$ cat config.mk
export PLATFORM = sky130hd
export DESIGN_NAME = wrapping_counter_alarm_channels
export DESIGN_NICKNAME = d
export VERILOG_FILES = /design/src/rtl/core/wcac_pkg.sv /design/src/rtl/core/wrapping_counter_alarm_channels.sv
export SDC_FILE = /design/constraint.sdc
export NUM_CORES = 1
export LEC_CHECK = 0
export ABC_AREA = 0
export BUFFER_PORTS_ARGS = -buffer_cell sky130_fd_sc_hd__buf_2
export CORE_ASPECT_RATIO = 0.7
export CORE_MARGIN = 2
export CORE_UTILIZATION = 35
export DETAILED_ROUTE_END_ITERATION = 16
export PLACE_DENSITY_LB_ADDON = 0.1
export SYNTH_ARGS = -nofsm -noshare
export SYNTH_HDL_FRONTEND = slang
export SYNTH_SLANG_ARGS = --single-unit
export TNS_END_PERCENT = 1
$ cat constraint.sdc
create_clock -name clk -period 35.5 [get_ports clk]
set_input_delay 1.775 -clock clk [delete_from_list [all_inputs] [get_ports clk]]
set_output_delay 1.775 -clock clk [all_outputs]
set_load 0.02 [all_outputs]
$ cat src/rtl/core/wcac_pkg.sv
// Shared types and constants for the wrapping counter with alarm channels.
`default_nettype none
package wcac_pkg;

	localparam int unsigned NUM_CHANNELS = 8;
	localparam int unsigned CH_W = 3;
	localparam int unsigned CNT_W = 16;
	localparam logic [CNT_W-1:0] MAX_TOP = 16'hFFFF;

	typedef enum logic [2:0] {
		MODE_TICK   = 3'd0,
		MODE_SET    = 3'd1,
		MODE_CANCEL = 3'd2,
		MODE_LOAD   = 3'd3,
		MODE_START  = 3'd4,
		MODE_STOP   = 3'd5
	} mode_t;

	typedef enum logic [1:0] {
		ST_OK      = 2'd0,
		ST_INVALID = 2'd1,
		ST_BUSY    = 2'd2,
		ST_LATE    = 2'd3
	} status_t;

	typedef enum logic {
		REG_TOP   = 1'b0,
		REG_GUARD = 1'b1
	} reg_idx_t;

endpackage
`default_nettype wire

$ cat src/rtl/core/wrapping_counter_alarm_channels.sv
// Top level: wrapping 16-bit counter with eight one-shot compare alarms.
`default_nettype none
// Each input word is a command (tick, set alarm, cancel alarm, set count,
// start, stop) and yields exactly one result word. A word is captured in an
// input register; from there a single pass of logic reads the counter,
// the alarm compare values and armed flags, updates them, and loads the
// result register, which raises out_valid. One word is taken per clock
// while in_stall is low. The output register decouples the sides: a new
// word is accepted while a result waits, and in_stall rises only when both
// the input and the output register are full and out_stall is high.
// The top value and the lateness margin are written through
// cfg_we/cfg_index/cfg_data and must only change while no command is in
// flight. A tick while stopped
// changes nothing. A set alarm computes the target (absolute, or count plus
// offset wrapping past top_value), then checks how far away it is; a late
// alarm is never armed and may fire at once (status late).
module wrapping_counter_alarm_channels
	import wcac_pkg::*;
(
	input  wire logic             clk,
	input  wire logic             arst_n,
	// configuration
	input  wire logic             cfg_we,
	input  wire logic             cfg_index,
	input  wire logic [CNT_W-1:0] cfg_data,
	// command words
	input  wire logic             in_valid,
	output logic                  in_stall,
	input  wire logic [2:0]       mode,
	input  wire logic [CH_W-1:0]  channel,
	input  wire logic [CNT_W-1:0] ticks,
	input  wire logic             absolute,
	input  wire logic             expire_when_late,
	// result words
	output logic                  out_valid,
	input  wire logic             out_stall,
	output logic [CNT_W-1:0]      count_now,
	output logic [NUM_CHANNELS-1:0] fired_mask,
	output logic                  wrapped,
	output logic [1:0]            status
);

	// configuration registers
	logic [CNT_W-1:0] top_value_q;
	logic [CNT_W-1:0] margin_q;

	always_ff @(posedge clk or negedge arst_n) begin
		if (!arst_n) begin
			top_value_q <= MAX_TOP;
			margin_q    <= '0;
		end else if (cfg_we) begin
			unique case (reg_idx_t'(cfg_index))
				REG_TOP:   top_value_q <= cfg_data;
				REG_GUARD: margin_q    <= cfg_data;
				default:   ;
			endcase
		end
	end

	// input register
	logic             valid_s1;
	mode_t            mode_s1;
	logic [CH_W-1:0]  channel_s1;
	logic [CNT_W-1:0] ticks_s1;
	logic             absolute_s1;
	logic             expire_s1;
	logic             adv_s1;

	// stage 1 moves on when the result register is empty or being drained
	assign adv_s1   = !out_valid || !out_stall;
	assign in_stall = valid_s1 && !adv_s1;

	always_ff @(posedge clk or negedge arst_n) begin
		if (!arst_n) begin
			valid_s1 <= 1'b0;
		end else if (!in_stall) begin
			valid_s1 <= in_valid;
		end
	end

	always_ff @(posedge clk) begin
		if (in_valid && !in_stall) begin
			mode_s1     <= mode_t'(mode);
			channel_s1  <= channel;
			ticks_s1    <= ticks;
			absolute_s1 <= absolute;
			expire_s1   <= expire_when_late;
		end
	end

	// timer state
	logic [CNT_W-1:0]        count_q;
	logic                    running_q;
	logic [NUM_CHANNELS-1:0] armed_q;
	// compare values are only looked at while armed, and arming writes them
	logic [CNT_W-1:0]        cmp_q [NUM_CHANNELS];

	// tick path
	logic [CNT_W-1:0]        tick_count;
	logic                    tick_wrap;
	logic [NUM_CHANNELS-1:0] tick_hit;

	assign tick_wrap  = count_q >= top_value_q;
	assign tick_count = tick_wrap ? '0 : count_q + 1'b1;

	always_comb begin
		for (int i = 0; i < NUM_CHANNELS; i++) begin
			tick_hit[i] = armed_q[i] && (cmp_q[i] == tick_count);
		end
	end

	// set-alarm path
	logic [CNT_W-1:0] half_top;
	logic [CNT_W:0]   sum;
	logic [CNT_W-1:0] sum_wrap;
	logic             no_wrap;
	logic [CNT_W-1:0] rel_target;
	logic [CNT_W-1:0] target;
	logic [CNT_W-1:0] pre_target;
	logic             pre_lt;
	logic [CNT_W+1:0] distance;
	logic             rel_early;
	logic [CNT_W-1:0] limit;
	logic             late;
	logic             late_fire;
	logic             ch_ok;
	logic             ticks_bad;

	assign half_top   = top_value_q >> 1;
	assign ticks_bad  = ticks_s1 > top_value_q;
	assign ch_ok      = {1'b0, channel_s1} < (CH_W+1)'(NUM_CHANNELS);

	// offset target, wrapping after top; a count already above top never wraps
	assign sum        = {1'b0, count_q} + {1'b0, ticks_s1};
	assign sum_wrap   = sum[CNT_W-1:0] - top_value_q - 1'b1;
	assign no_wrap    = (count_q > top_value_q) || (sum <= {1'b0, top_value_q});
	assign rel_target = no_wrap ? sum[CNT_W-1:0] : sum_wrap;
	assign target     = absolute_s1 ? ticks_s1 : rel_target;

	// distance from count to the tick before the target, modulo top + 1;
	// a negative result (count above top) counts as far too late
	assign pre_target = (target == '0) ? top_value_q : target - 1'b1;
	assign pre_lt     = pre_target < count_q;
	assign distance   = {2'b00, pre_target} - {2'b00, count_q}
		+ (pre_lt ? ({2'b00, top_value_q} + 1'b1) : '0);

	assign rel_early = ticks_s1 < half_top;

	always_comb begin
		if (absolute_s1) begin
			limit = (margin_q > top_value_q) ? '0 : top_value_q - margin_q;
		end else begin
			limit = rel_early ? half_top : top_value_q;
		end
	end

	assign late      = distance[CNT_W+1] || (distance[CNT_W:0] > {1'b0, limit});
	assign late_fire = absolute_s1 ? expire_s1 : rel_early;

	// next state and result
	logic [CNT_W-1:0]        count_d;
	logic                    running_d;
	logic [NUM_CHANNELS-1:0] armed_d;
	logic                    cmp_we;
	logic [NUM_CHANNELS-1:0] fired_d;
	logic                    wrapped_d;
	status_t                 status_d;

	always_comb begin
		count_d   = count_q;
		running_d = running_q;
		armed_d   = armed_q;
		cmp_we    = 1'b0;
		fired_d   = '0;
		wrapped_d = 1'b0;
		status_d  = ST_OK;
		unique case (mode_s1)
			MODE_TICK: begin
				if (running_q) begin
					count_d   = tick_count;
					wrapped_d = tick_wrap;
					fired_d   = tick_hit;
					armed_d   = armed_q & ~tick_hit;
				end
			end
			MODE_SET: begin
				priority if (!ch_ok || ticks_bad) begin
					status_d = ST_INVALID;
				end else if (armed_q[channel_s1]) begin
					status_d = ST_BUSY;
				end else begin
					cmp_we = 1'b1;
					if (late) begin
						status_d = ST_LATE;
						fired_d[channel_s1] = late_fire;
					end else begin
						armed_d[channel_s1] = 1'b1;
					end
				end
			end
			MODE_CANCEL: begin
				if (ch_ok) begin
					armed_d[channel_s1] = 1'b0;
				end else begin
					status_d = ST_INVALID;
				end
			end
			MODE_LOAD: begin
				if (ticks_bad) begin
					status_d = ST_INVALID;
				end else begin
					count_d = ticks_s1;
				end
			end
			MODE_START: running_d = 1'b1;
			MODE_STOP:  running_d = 1'b0;
			default:    status_d  = ST_INVALID;
		endcase
	end

	logic step;
	assign step = valid_s1 && adv_s1;

	always_ff @(posedge clk or negedge arst_n) begin
		if (!arst_n) begin
			count_q   <= '0;
			running_q <= 1'b0;
			armed_q   <= '0;
		end else if (step) begin
			count_q   <= count_d;
			running_q <= running_d;
			armed_q   <= armed_d;
		end
	end

	always_ff @(posedge clk) begin
		if (step && cmp_we) begin
			cmp_q[channel_s1] <= target;
		end
	end

	// result register
	logic [CNT_W-1:0]        count_now_q;
	logic [NUM_CHANNELS-1:0] fired_q;
	logic                    wrapped_q;
	status_t                 status_q;
	logic                    out_valid_q;

	always_ff @(posedge clk or negedge arst_n) begin
		if (!arst_n) begin
			out_valid_q <= 1'b0;
		end else if (adv_s1) begin
			out_valid_q <= valid_s1;
		end
	end

	always_ff @(posedge clk) begin
		if (step) begin
			count_now_q <= count_d;
			fired_q     <= fired_d;
			wrapped_q   <= wrapped_d;
			status_q    <= status_d;
		end
	end

	assign out_valid  = out_valid_q;
	assign count_now  = count_now_q;
	assign fired_mask = fired_q;
	assign wrapped    = wrapped_q;
	assign status     = status_q;

	// a wrap always lands on zero
	a_wrap_zero: assert property (@(posedge clk) disable iff (!arst_n)
		out_valid && wrapped |-> count_now == '0)
		else $error("wrap without zero count");

	// rejected commands never fire anything
	a_reject_quiet: assert property (@(posedge clk) disable iff (!arst_n)
		out_valid && (status_q == ST_INVALID || status_q == ST_BUSY) |-> fired_mask == '0)
		else $error("fire on rejected command");

	// a late alarm fires at most its own channel
	a_late_single: assert property (@(posedge clk) disable iff (!arst_n)
		out_valid && status_q == ST_LATE |-> $onehot0(fired_mask))
		else $error("late alarm fired several channels");

	// a channel that fired on a running tick is free afterwards
	a_fire_frees: assert property (@(posedge clk) disable iff (!arst_n)
		step && mode_s1 == MODE_TICK && running_q |=> (armed_q & $past(tick_hit)) == '0)
		else $error("fired channel still armed");

	// input only backs up while both registers are occupied
	a_stall_full: assert property (@(posedge clk) disable iff (!arst_n)
		in_stall |-> valid_s1 && out_valid)
		else $error("stall with free register");

endmodule
`default_nettype wire
== Yosys cells after proc, flatten, opt, wreduce, memory -nomap -nowiden ==
Memory sizes are Yosys's and may differ from the RTL's.
Index checks and enable logic that the tools add are counted.
W data, S select, Z words.

* Bits in writable memories: 128
* Word-level logic and storage cells: 127
* Memories kept: 1
* Output and inout port bits: 29
* Input port bits: 46
* Register bits: 110

{| class="wikitable"
|+ Memory list
! name !! words !! bits a word !! rd ports !! clocked after memory_dff !! wr ports !! line !! RTL
|-
| cmp_q || 8 || 16 || 8 || 0 || 1 || wrapping_counter_alarm_channels.sv:96 || <nowiki>logic [CNT_W-1:0] cmp_q [NUM_CHANNELS];</nowiki>
|}

* Muxes and demuxes: 37
* Order comparisons: 10
* Reduce and logical (&&, ||, !) cells: 30
* Eq/ne operators: 17
* Add/sub/neg operators: 9
* Bitwise operators: 7

{| class="wikitable"
|+ Operators by type and width
! kind !! number
|-
| $mux W16 || 9
|-
| $eq A16 B16 Y1 || 8
|-
| $mux W8 || 8
|-
| $gt A16 B16 Y1 || 3
|-
| $pmux W16 S2 || 1
|-
| $sub A16 B1 Y16 const B || 2
|-
| $sub A16 B16 Y16 || 2
|-
| $and A8 B8 Y8 || 3
|-
| $pmux W8 S3 || 1
|-
| $add A18 B17 Y18 || 1
|-
| $add A16 B1 Y17 const B || 1
|-
| $add A16 B16 Y17 || 1
|-
| $gt A17 B16 Y1 || 1
|-
| $le A17 B16 Y1 || 1
|-
| $mux W17 || 1
|-
| $sub A16 B16 Y17 || 1
|-
| $add A16 B1 Y16 const B || 1
|-
| $ge A16 B16 Y1 || 1
|-
| $logic_not A16 Y1 || 1
|-
| $lt A16 B15 Y1 || 1
|-
| $lt A16 B16 Y1 || 1
|-
| $not A8 Y8 || 2
|-
| $pmux W8 S2 || 1
|-
| $logic_and A1 B1 Y1 || 13
|-
| other kinds (22) || 45
|}

== Longest topological paths before layout ==
Gate-level depths: netlist (run 1).

* Word-level depth: 16
* Mapped depth: 58
* Depth with buffers taken out: 55

== Worst setup path before layout (run 1) ==
OpenSTA, ideal clock, no wires.

* Kind: register to register
* Start point: register count_q[0]
* End point: register fired_q[3], in the netlist fired_mask[3] (data pin)
* Setup slack: 23.935 ns
* Data required time: 35.244 ns
* Stages on the path, launching flop included: 56
* Arrival: 11.309 ns
* Setup time: 0.256 ns
* Path buffers: 3
* Clock period less this slack: 11.565 ns
* Cells stage by stage: dfrtp_1 -> ha_1 -> fa_1 -> a211o_1 -> a21oi_1 -> o211ai_1 -> a31o_2 -> a21oi_1 -> xnor2_1 -> ha_1 -> inv_1 -> o21bai_1 -> a211o_1 -> a221oi_4 -> a22oi_4 -> buf_6 -> mux2i_1 -> a21o_1 -> [... 20 more ...] -> nor2_1 -> ha_1 -> inv_1 -> fa_1 -> nor2b_1 -> o21ai_0 -> nand2b_1 -> a2111oi_0 -> o31ai_1 -> o41a_1 -> a21oi_1 -> xnor2_1 -> ha_1 -> a2111oi_0 -> nand2_1 -> o21ai_0 -> a211oi_2 -> a22o_1

* Word-level cells in the longest chain between the ends: 16
* Elaborated cells on any way between the ends: 27
* Classes of those cells: add/sub: 7; order compare: 5; eq/ne: 1; mux: 10; reduce/logical: 4

{| class="wikitable"
|+ RTL lines
! item !! line !! RTL
|-
| start, declared || wrapping_counter_alarm_channels.sv:92 || <nowiki>logic [CNT_W-1:0] count_q;</nowiki>
|-
| start signal, assigned || wrapping_counter_alarm_channels.sv:230 || <nowiki>count_q <= count_d;</nowiki>
|-
| $add A16 B16 Y17 || wrapping_counter_alarm_channels.sv:134 || <nowiki>assign sum = {1'b0, count_q} + {1'b0, ticks_s1};</nowiki>
|-
| $sub A16 B16 Y16 / $le A17 B16 Y1 (equally long branches) || wrapping_counter_alarm_channels.sv:135, wrapping_counter_alarm_channels.sv:136 ||
|-
| $sub A16 B1 Y16 / $logic_or A1 B1 Y1 (equally long branches) || wrapping_counter_alarm_channels.sv:135, wrapping_counter_alarm_channels.sv:136 ||
|-
| $mux W16 (*) || wrapping_counter_alarm_channels.sv:137 || <nowiki>assign rel_target = no_wrap ? sum[CNT_W-1:0] : sum_wrap;</nowiki>
|-
| $mux W16 (*) || wrapping_counter_alarm_channels.sv:138 || <nowiki>assign target = absolute_s1 ? ticks_s1 : rel_target;</nowiki>
|-
| named net target[1] || wrapping_counter_alarm_channels.sv:118 || <nowiki>logic [CNT_W-1:0] target;</nowiki>
|-
| $sub A16 B1 Y16 / $logic_not A16 Y1 (equally long branches) || wrapping_counter_alarm_channels.sv:142 || <nowiki>assign pre_target = (target == '0) ? top_value_q : target - 1'b1;</nowiki>
|-
| $mux W16 (*) || wrapping_counter_alarm_channels.sv:142 ||
|-
| [... 2 more ...] || n/a ||
|-
| $add A18 B17 Y18 (*) || wrapping_counter_alarm_channels.sv:145 || <nowiki>+ (pre_lt ? ({2'b00, top_value_q} + 1'b1) : '0);</nowiki>
|-
| $gt A17 B16 Y1 || wrapping_counter_alarm_channels.sv:157 || <nowiki>assign late = distance[CNT_W+1] || (distance[CNT_W:0] > {1'b0, limit});</nowiki>
|-
| $logic_or A1 B1 Y1 (*) || wrapping_counter_alarm_channels.sv:157 ||
|-
| $mux W8 (*) || wrapping_counter_alarm_channels.sv:193 || <nowiki>if (late) begin</nowiki>
|-
| $mux W8 (*) || wrapping_counter_alarm_channels.sv:189 || <nowiki>end else if (armed_q[channel_s1]) begin</nowiki>
|-
| $mux W8 (*) || wrapping_counter_alarm_channels.sv:187 || <nowiki>priority if (!ch_ok || ticks_bad) begin</nowiki>
|-
| $pmux W8 S2 (*) || wrapping_counter_alarm_channels.sv:177 || <nowiki>unique case (mode_s1)</nowiki>
|-
| named net fired_d[3] || wrapping_counter_alarm_channels.sv:165 || <nowiki>logic [NUM_CHANNELS-1:0] fired_d;</nowiki>
|-
| end signal, assigned || wrapping_counter_alarm_channels.sv:260 || <nowiki>fired_q <= fired_d;</nowiki>
|-
| end, declared || wrapping_counter_alarm_channels.sv:244 || <nowiki>logic [NUM_CHANNELS-1:0] fired_q;</nowiki>
|}

Mark *: on every way through the listed nets, which the timed path passes. The rest lies on a longest branch.
A chain may end at the register's enable or synchronous reset.

== Worst setup path after layout (run 1) ==
* Start point: register count_q[1]
* End point: register fired_q[4], in the netlist fired_mask[4] (data pin)

Same word-level chain as after synthesis.

==> results of run 1 <==
## logic make-up after synthesis
group | synth area share
muxes | 0.0286
buffers and inverters | 0.0329
AOI/OAI and AO/OA | 0.158
xor gates and xnor gates | 0.114
DFF | 0.406
adders and majority gates | 0.115
and+or+nand+nor | 0.145
## area by class of cell
type,count,share of cell area
Clock buffer,33,0.0365
Multi-Input combinational cell,1303,0.500
Timing Repair Buffer,116,0.0360
Inverter,98,0.0192
Sequential cell,238,0.359
Tap cell,621,0.0406
Clock inverter,15,0.00870
## cell usage after synthesis (21+ instances only)
cell type	number	area share
nand4_1	41	0.015
a21oi_1	76	0.022
edfxtp_1	179	0.32
nand3_1	45	0.013
clkbuf_1	34	0.0075
nor2_1	101	0.022
xor2_1	61	0.032
mux2i_1	21	0.012
inv_1	96	0.021
nor3_1	38	0.011
nand2_1	133	0.030
mux2_2	22	0.015
xnor2_1	159	0.082
a21o_1	31	0.014
o21ai_0	116	0.034
ha_1	147	0.11
dfrtp_1	43	0.064
## per-stage QoR
step | hold WS, ps | instances
2_1_floorplan | 457 | 1686
3_3_place_gp | 481 | 2376
3_5_place_dp | 488 | 2376
4_1_cts | 496 | 2424
5_1_grt | 527 | 2424
6_report | 492 | 2424
## per-layer routing
layer	wire (um)	vias to the layer above	GRT usage
li1	-	6435	-
met1	31600	6701	0.397
met2	21800	475	0.302
met3	5160	34	0.0504
met4	612	0	0.0307
met5	0	-	0
## final timing paths
kind / to / depth (start not counted)
max reg2reg: fired_mask[4]$_DFFE_PP_ / 53
min: out_valid$_DFFE_PN0N_ / 1
min reg2reg: out_valid$_DFFE_PN0N_ / 1
max: fired_mask[4]$_DFFE_PP_ / 53
max in group asynchronous: armed_q[2]$_DFFE_PN0P_ / 1
min in group asynchronous: margin_q[4]$_DFFE_PN0P_ / 1
## flip-flops by register name, indices dropped and copies added (netlist names), 3 cells and up
name / flops
fired_mask: 8
armed_q: 8
cmp_q: 128
top_value_q: 16
channel_s1: 3
margin_q: 16
count_q: 16
ticks_s1: 16
mode_s1: 3
count_now: 16
==> impl_metrics.toml, run 1 <==
[clock_network]
cts_buffers = 27
cts_setup_buffers = 0
clock-root-buffer = "clkbuf_16"
cts.sinks = 238
hold_buffers = 0
clk-insertion-delay-late_ps = 580
cts_buffer_depth = 3
htreeDepth = 1
cts-resized-gates = 0
clkTransAtPathRegs_ps = 60
cts_tree = "built"

[global_routing]
grtUsageTotal = 0.235
antenna_found_initial = 2
grt_pass1_vias = 12700
grt_pass1_wl_mm = 87.1
grt_start_max_net_pins = 60
grt_overflow = 0

[timing]
finalCritPeriodShare = 0.409
finalMaxSlewViolations = 0
hold_viol = 0
fin_tns_setup_ps = 0
grt_setup_unrepaired = "no"
fin_skew_ps = 30.5
fmax_ghz = 0.0689
fin_ws_ps = 20980
fin_crit_ps = 14520
worst_slew_pin_slew_ps = 1240
maxSlewHeadroom = 0.169
setup_viol = 0

[worst_setup_path]
arrival_ps = 14830
critPathBufInv = 3
cp_common_cell = "o21ai_0"
end_kind = "register"
r2r-start = "count_q[1]$_DFFE_PN0P_"
crit_fanout = 18
path_class = "register to register"
crit_path_start_kind = "register"
crit_path_max_incr_delay_ps = 800
cp_data_required_time_ps = 35810
ff2ff_setup_slack_ps = 20980
critical_path.startpoint = "count_q[1]$_DFFE_PN0P_"
crit_family = "compound AO/OA/AOI/OAI gates"
cp_slowest_cell = "a2111oi_0"

[drt]
num_vias = 13600
postRouteAntennaNets = 0
drc = 0
firstDrtPassIters = 6
viasPerCell = 5.63
wl_mm = 59.2
drt_iter0_drc = 1296
wl_per_cell_um = 24.4

[synthesis]
yosys_warnings = 0
synth_flop_cell = "edfxtp_1"
yosysUniqueCellTypes = 84
ys_ff_latch = 238
synth_fp_nets = 1884
synth_cells = 1686
async_flop_share = 0.248
synth_area_per_cell_um2 = 10.0
synth_seq_area_share = 0.406
netlist_area_mm2 = 0.0169
synth-edff-count = 179

[final_layout]
finish.instance_area_mm2 = 0.0191
layout-drive-gt1-share = 0.126
register_area_mm2 = 0.00687
fin_util = 0.400
final_net_count = 1982
final_common_cell = "edfxtp_1"
nFillCells = 4669
syn_to_final_growth_pct = 13.1
diodes = 0
final_cell_mix = "179 x edfxtp_1, 159 x xnor2_1, 147 x ha_1, 133 x nand2_1, 115 x o21ai_0"
multi_input_area_mm2 = 0.00956

[die]
core_area_mm2 = 0.0478
die_w_um = 267
num_rows = 67
die_h_um = 188
dieArea_mm2 = 0.0501
start_util = 0.354
io_pins = 75

[hold_path]
min_path_type = "register to register"
worstHoldStart = "valid_s1$_DFFE_PN0N_"

[placed_design]
io_buffers = 74
hpwl_mm = 44.2
gp_congestion = 0.914
pre_cts_slack_ps = 21130
dpl-instance-area_mm2 = 0.0183

[flow_run]
maxCapViolCount = 0

[status]
status = "finished clean"
Power of run 1 is not shown: default switching activity piles up to over one toggle a cycle in this logic, so the estimate is an artifact.
==> inputs of run 2 (changes only) <==
clock period = 13.2 ns   (was 35.5 ns; I/O delays follow)
==> impl_metrics.toml, run 2 (synthesized netlist as in run 1, its figures left out) <==
[clock_network]
clock-root-buffer = "clkbuf_16"
cts_buffer_depth = 3
clk-insertion-delay-late_ps = 580
cts.sinks = 238
htreeDepth = 1
cts_buffers = 27
hold_buffers = 0
clkTransAtPathRegs_ps = 60
cts_tree = "built"

[final_layout]
final_net_count = 1997
nFillCells = 4741
finish.instance_area_mm2 = 0.0193
largest_register_ffs = 128
largest-register = "cmp_q"
layout-drive-gt1-share = 0.140
syn_to_final_growth_pct = 14.3
finalNonFillerCells = 2441
final_common_cell = "edfxtp_1"
diodes = 0
final_cell_mix = "179 x edfxtp_1, 159 x xnor2_1, 147 x ha_1, 133 x nand2_1, 114 x o21ai_0"

[drt]
wl_mm = 61.3
num_vias = 13800
routed.top_layer = "met5"
viasPerCell = 5.65
wl_met1_mm = 32.1
drt_iter0_drc = 1647
dr_wl_met2_mm = 22.2
dr_wl_met3_mm = 6.23
postRouteAntennaNets = 0
firstDrtPassIters = 7
drc = 0
wl_per_cell_um = 25.1

[die]
core_area_mm2 = 0.0478
die_h_um = 188
io_pins = 75
dieArea_mm2 = 0.0501
num_rows = 67
start_util = 0.354
die_w_um = 267

[worst_setup_path]
crit_path_start_kind = "register"
cp_data_required_time_ps = 13520
cp_slowest_cell = "a221oi_4"
cp_common_cell = "ha_1"
end_kind = "register"
arrival_ps = 12730
path_class = "register to register"
crit_path_max_incr_delay_ps = 470
crit_fanout = 18

[timing]
maxSlewHeadroom = 0.199
finalCritPeriodShare = 0.940
grt_setup_unrepaired = "no"
fin_crit_ps = 12410
worst_slew_pin_slew_ps = 1200
fmax_ghz = 0.0806
setup_viol = 0
fin_skew_ps = 15.6
finalMaxSlewViolations = 0
fin_tns_setup_ps = 0
fin_ws_ps = 791
hold_viol = 0

[placed_design]
dpl-instance-area_mm2 = 0.0184
pre_cts_slack_ps = 63.0
hpwl_mm = 45.9
dp_cells = 2388
gp_congestion = 0.931
io_buffers = 74

[global_routing]
grt_pass1_vias = 12700
antenna_found_initial = 1
grtUsageTotal = 0.242
grt_start_max_net_pins = 60
grt_overflow = 0
grt_pass1_wl_mm = 88.9

[flow_run]
maxCapViolCount = 0

[status]
status = "finished clean"

[hold_path]
min_path_type = "input pin to asynchronous set/reset pin"
[run 2: cell count changes in the layout (fill, tap and decap cells not counted), sizes merged]
cell	delta
inv	+2
bufinv	-1
clkbuf	+5
buf	+15
clkinv	-4
[run 2: routing by layer]
layer | vias to the layer above | track usage
met3 | 43 | 0.0770
met2 | 574 | 0.300
li1 | 6464 | -
met1 | 6720 | 0.399
met4 | 2 | 0.0372
met5 | - | 0
[run 2: layout make-up]
| type | instances | area [um^2] | share of cell area |
|---|---|---|---|
| well taps | 621 | 777 | 0.0402 |
| multi-input cells | 1303 | 9600 | 0.497 |
| clock inverters | 12 | 140 | 0.00725 |
| flip-flops and latches | 238 | 6870 | 0.356 |
| inverters | 98 | 368 | 0.0190 |
| repair buffers | 131 | 801 | 0.0414 |
| clock buffers | 38 | 769 | 0.0398 |
[run 2: through the flow]
stage,utilization,hold slack [ps]
floorplan,-,364
global placement,0.384,481
detailed placement,0.384,495
CTS,0.403,222
global route,0.405,237
finish,0.405,201
[run 2: worst paths after layout]
| kind | from | end | slack (ps) | cells after the start |
|---|---|---|---|---|
| setup / recovery | ticks_s1[0]$_DFFE_PP_ | fired_mask[3]$_DFFE_PP_ | 790 | 53 |
| hold / removal | arst_n | margin_q[1]$_DFFE_PN0P_ | 200 | 1 |
| setup reg to reg | ticks_s1[0]$_DFFE_PP_ | fired_mask[3]$_DFFE_PP_ | 790 | 53 |
| hold reg to reg | valid_s1$_DFFE_PN0N_ | out_valid$_DFFE_PN0N_ | 500 | 1 |
| max in group asynchronous | arst_n | armed_q[5]$_DFFE_PN0P_ | 12390 | 1 |
| min in group clk | expire_when_late | expire_s1$_DFFE_PP_ | 240 | 1 |
[run 2: repair_timing]
action | in CTS | in global routing
resized for setup | 1 | 6
endpoints found under the setup margin | 4 | 18
pin swaps | 0 | 2
setup buffers | 0 | 3
[run 2: worst max-delay path, delay by kind of cell (launching register included)]
family	cells	cell delay [ps]
AO/OA/AOI/OAI	30	7310
adder cells (fa/ha/maj)	8	2160
AND/OR/NAND/NOR	7	1010
buffers and inverters	5	700
flip-flops	1	460
XOR/XNOR	2	300
multiplexers	1	170
Power of run 2 is left out for the same reason.
